### config.mk
export PLATFORM = sky130hd
export DESIGN_NAME = vpts_viewport
export DESIGN_NICKNAME = d
export VERILOG_FILES = /design/src/hdl/vpts_pkg.sv /design/src/hdl/vpts_viewport.sv
export SDC_FILE = /design/constraint.sdc
export NUM_CORES = 2
export LEC_CHECK = 0
export ABC_CLOCK_PERIOD_IN_PS = 7500
export BUFFER_PORTS_ARGS = -buffer_cell sky130_fd_sc_hd__clkbuf_2
export CAP_MARGIN = 20
export CELL_PAD_IN_SITES_DETAIL_PLACEMENT = 2
export CELL_PAD_IN_SITES_GLOBAL_PLACEMENT = 2
export CORE_ASPECT_RATIO = 1.1
export CORE_UTILIZATION = 38
export CTS_BUF_LIST = sky130_fd_sc_hd__clkbuf_8
export DETAILED_ROUTE_END_ITERATION = 6
export PLACE_DENSITY_LB_ADDON = 0.1
export SYNTH_ARGS = -nofsm -noshare
export SYNTH_HDL_FRONTEND = slang
export SYNTH_SLANG_ARGS = --single-unit
### constraint.sdc
create_clock -name aclk -period 7.5 [get_ports aclk]
set_input_delay 0.75 -clock aclk [delete_from_list [all_inputs] [get_ports aclk]]
set_output_delay 0.75 -clock aclk [all_outputs]
set_load 0.1 [all_outputs]
### src/hdl/vpts_pkg.sv
// Shared types, constants and saturation helper for the vertex projection block.
// No dependencies.
package vpts_pkg;

    localparam int WORD_W        = 32;
    localparam int DEF_FRAC_BITS = 16;
    localparam int VP_W          = 14;
    localparam int WIDE_W        = 66;

    localparam logic [VP_W-1:0] RESET_WIDTH  = 14'd640;
    localparam logic [VP_W-1:0] RESET_HEIGHT = 14'd480;

    localparam logic CMD_LOAD  = 1'b0;
    localparam logic CMD_POINT = 1'b1;

    localparam logic REG_WIDTH  = 1'b0;
    localparam logic REG_HEIGHT = 1'b1;

    typedef logic signed [WORD_W-1:0] word_t;

    typedef struct packed {
        logic signed [WORD_W-1:0] val;
        logic                     flag;
    } sat_t;

    // clamp a wide signed value to 32 bits
    function automatic sat_t sat32(input logic signed [WIDE_W-1:0] v);
        sat_t r;
        r.val  = v[WORD_W-1:0];
        r.flag = 1'b0;
        if ((v[WIDE_W-1:WORD_W-1] != '0) && (v[WIDE_W-1:WORD_W-1] != '1)) begin
            r.flag = 1'b1;
            r.val  = v[WIDE_W-1] ? {1'b1, {(WORD_W-1){1'b0}}} : {1'b0, {(WORD_W-1){1'b1}}};
        end
        return r;
    endfunction

endpackage

### src/hdl/vpts_viewport.sv
// Viewport mapping in two stages: scale by width and height, then halve and clamp.
// Depends on vpts_pkg.
module vpts_viewport #(
    parameter int FRAC_BITS = vpts_pkg::DEF_FRAC_BITS
) (
    input  logic                      aclk,
    input  logic                      aresetn,
    input  logic                      adv,
    input  logic                      in_valid,
    input  logic                      in_sat,
    input  logic                      in_wz,
    input  vpts_pkg::word_t           ndc_x,
    input  vpts_pkg::word_t           ndc_y,
    input  logic [vpts_pkg::VP_W-1:0] width,
    input  logic [vpts_pkg::VP_W-1:0] height,
    output logic                      out_valid,
    output logic                      out_sat,
    output logic                      out_wz,
    output vpts_pkg::word_t           scr_x,
    output vpts_pkg::word_t           scr_y
);
    localparam int W  = vpts_pkg::WORD_W;
    localparam int PW = W + 1 + vpts_pkg::VP_W + 1;
    localparam logic signed [W:0] ONE = (W+1)'(1) <<< FRAC_BITS;

    logic signed [W:0]    hx, hy;
    logic signed [PW-1:0] tx_reg, ty_reg;
    logic                 valid_a_reg, sat_a_reg, wz_a_reg;
    logic                 valid_b_reg, sat_b_reg, wz_b_reg;
    vpts_pkg::word_t      x_reg, y_reg;
    vpts_pkg::sat_t       sx, sy;

    assign hx = $signed({ndc_x[W-1], ndc_x}) + ONE;
    assign hy = ONE - $signed({ndc_y[W-1], ndc_y});
    assign sx = vpts_pkg::sat32(vpts_pkg::WIDE_W'(tx_reg >>> 1));
    assign sy = vpts_pkg::sat32(vpts_pkg::WIDE_W'(ty_reg >>> 1));

    always_ff @(posedge aclk) begin
        if (adv) begin
            tx_reg    <= hx * $signed({1'b0, width});
            ty_reg    <= hy * $signed({1'b0, height});
            sat_a_reg <= in_sat;
            wz_a_reg  <= in_wz;
            wz_b_reg  <= wz_a_reg;
            sat_b_reg <= sat_a_reg | (!wz_a_reg & (sx.flag | sy.flag));
            x_reg     <= wz_a_reg ? '0 : sx.val;
            y_reg     <= wz_a_reg ? '0 : sy.val;
        end
    end

    always_ff @(posedge aclk) begin
        if (!aresetn) begin
            valid_a_reg <= 1'b0;
            valid_b_reg <= 1'b0;
        end else if (adv) begin
            valid_a_reg <= in_valid;
            valid_b_reg <= valid_a_reg;
        end
    end

    assign out_valid = valid_b_reg;
    assign out_sat   = sat_b_reg;
    assign out_wz    = wz_b_reg;
    assign scr_x     = x_reg;
    assign scr_y     = y_reg;

endmodule

==> impl_metrics.py <==
metrics = {
    "synth": {
        "avgSynthCellArea_um2": 9.48,
        "synth_cell_types": 74,
        "synth_ff_type": "edfxtp_1",
        "yosys.area.top_type": "fa_1",
        "post_synth_main_area_contributors": "fa_1 44%, edfxtp_1 13%, inv_1 8.4%",
        "synthArstFlopShare": 0,
        "synth.top_cell.area_share": 0.438,
        "ys_warn_count": 0,
        "synth_seq_cells": 164,
        "synth_edf_count": 162,
        "netlist_instances": 4065,
        "seq_area_frac_synth": 0.127,
        "synth_area_um2": 38500,
        "syn_nets": 5227,
    },
    "global_routing": {
        "gr-total-overflow": 0,
        "grt_max_degree": 107,
        "grt_pass1_wl_mm": 196,
        "grt_pass1_vias": 35300,
        "antenna_found_initial": 3,
        "grt_use_total": 0.246,
    },
    "min_path": {
        "hold_path.class": "primary input to flip-flop",
        "holdPathEnd": "wz_a_reg",
        "holdPathStages": 1,
        "hold_path_startpoint": "in_wz",
    },
    "routing": {
        "dr.first_iter.drc_count": 1060,
        "firstDrtPassIters": 4,
        "drt_wl_total_mm": 123,
        "avgRoutedWirePerCell_um": 20.8,
        "postRouteAntennaNets": 0,
        "vias": 29700,
        "drc": 0,
        "via_per_inst": 5.03,
    },
    "critical_path": {
        "slowest_delay_ps": 580,
        "crit_required_ps": 7720,
        "start_kind": "primary input",
        "worst-path-max-fanout": 4,
        "crit_top_cell": "fa_1",
        "ff2ff_setup_slack_ps": 4680,
        "worstPathArrival_ps": 7890,
        "rr_endpoint": "scr_y[28]",
        "reg2reg_depth": 6,
        "r2r-start": "ty_reg[47]",
        "path_class": "primary input to flip-flop",
        "cpMaxStageDelayCell": "fa_1",
        "end_kind": "flip-flop",
    },
    "placement": {
        "dpl.cell_count": 5842,
        "io_buffers": 164,
        "place_congestion": 0.849,
        "place_hpwl_mm": 106,
    },
    "finish": {
        "syn2layout_area_growth_pct": 18.8,
        "finalNonFillerCells": 5909,
        "layout_common_cells": "845 x inv_1, 829 x fa_1, 566 x nand2_1",
        "final_common_cell": "inv_1",
        "drive_gt1_frac": 0.199,
        "nets": 5755,
    },
    "clock_network": {
        "clock_latency_ps": 480,
        "clkSinkCount": 164,
        "cts_inserted_buffers": 17,
        "hold_buffers": 0,
        "path_clk_slew_ps": 120,
        "clockRootBuffer": "clkbuf_8",
        "h-tree-depth": 4,
        "cts_tree": "yes",
        "cts_buffer_depth": 2,
    },
    "timing": {
        "maxSlewViolCount": 0,
        "post-route-period-util": 1.02,
        "clock-skew-final_ps": 27.0,
        "hold_viol": 0,
        "worst_pin_slew_ps": 990,
        "fmax_ghz": 0.130,
        "slew_headroom": 0.340,
        "hold_slack_ps": 440,
        "fin_ws_ps": -179,
        "rsz0062_at_grt": "true",
        "final.setup.tns_ps": -1110,
        "setup_viol_count_final": 12,
        "fin_crit_ps": 7680,
    },
    "status": {
        "status": "finished with violations",
        "failed_checks": "setup timing",
    },
    "floorplanning": {
        "die_height_um": 336,
        "rows": 122,
        "die_width_um": 306,
        "die_area_um2": 103000,
        "coreArea_um2": 101000,
        "io_pins": 165,
        "start_util": 0.383,
    },
    "run": {
        "max_cap_violations": 0,
    },
}
==> how the worst max path moves through the flow <==
stage	startpoint	to	slack (ps)	cells after the start
2_1_floorplan	ndc_y[3]	ty_reg[32]	-160	28
3_3_place_gp	ndc_y[3]	ty_reg[47]	-730	30
3_5_place_dp	ndc_y[3]	ty_reg[40]	-950	30
4_1_cts	ndc_y[3]	ty_reg[42]	-140	33
5_1_grt	ndc_y[3]	ty_reg[47]	-390	31
6_report	ndc_y[3]	ty_reg[47]	-180	31
==> worst max-delay path, delay by kind of cell <==
family	cells	cell delay, ps
adder cells (fa/ha/maj)	7	3270
AND/OR/NAND/NOR	7	1420
AO/OA/AOI/OAI	8	1360
buffers and inverters	7	820
XOR/XNOR	2	250
==> stage by stage <==
| step | worst slack [ps] | cell area [um^2] | util |
|---|---|---|---|
| 2_1_floorplan | -160 | 38600 | - |
| 3_3_place_gp | -734 | 44200 | 0.439 |
| 3_5_place_dp | -954 | 44200 | 0.439 |
| 4_1_cts | -135 | 45200 | 0.449 |
| 5_1_grt | -385 | 45800 | 0.455 |
| 6_report | -179 | 45800 | 0.455 |
==> layer usage <==
metal | routed length (um) | track usage | part of all wire
met1 | 48700 | 0.290 | 0.40
met2 | 68300 | 0.476 | 0.55
met4 | 3350 | 0.0607 | 0.027
met3 | 2700 | 0.0212 | 0.022
met5 | 0 | 0 | 0
==> cell type report <==
cell class / instances / area [um^2]
clock buffer: 17 / 234
sequential: 164 / 4900
multi-input combinational: 2849 / 30600
timing repair buffer: 700 / 5000
fill: 10800 / 54800
clock inverter: 15 / 159
antenna: 1 / 2.50
tap: 1302 / 1630
inverter: 861 / 3230
==> cell usage after synthesis (all sizes together) (16+ instances only) <==
cell type / instances
inv: 861
fa: 844
nand2: 571
and2: 472
ha: 220
clkbuf: 176
edfxtp: 162
a21oi: 157
xnor2: 96
nor2: 60
a21o: 55
o21ai: 40
xor2: 39
nor3: 29
nor2b: 24
nand3: 23
nand2b: 22
nand4: 22
and3: 16
o21bai: 16
==> kinds of logic after synthesis <==
group	Yosys count	synth area share
compound gates	360	0.0597
xor+xnor	135	0.0307
fa+ha+maj	1064	0.510
buf+inv	1052	0.103
flops	164	0.127
mux	4	0.00107
simple gates	1286	0.169
==> what timing repair did <==
action	4_1_cts	5_1_grt
setup buffers	19	16
pin swaps	45	57
resized for setup	93	119
endpoints found under the setup margin	19	35
Power is not shown: default switching activity piles up to over one toggle a cycle in this logic, so the estimate is an artifact.
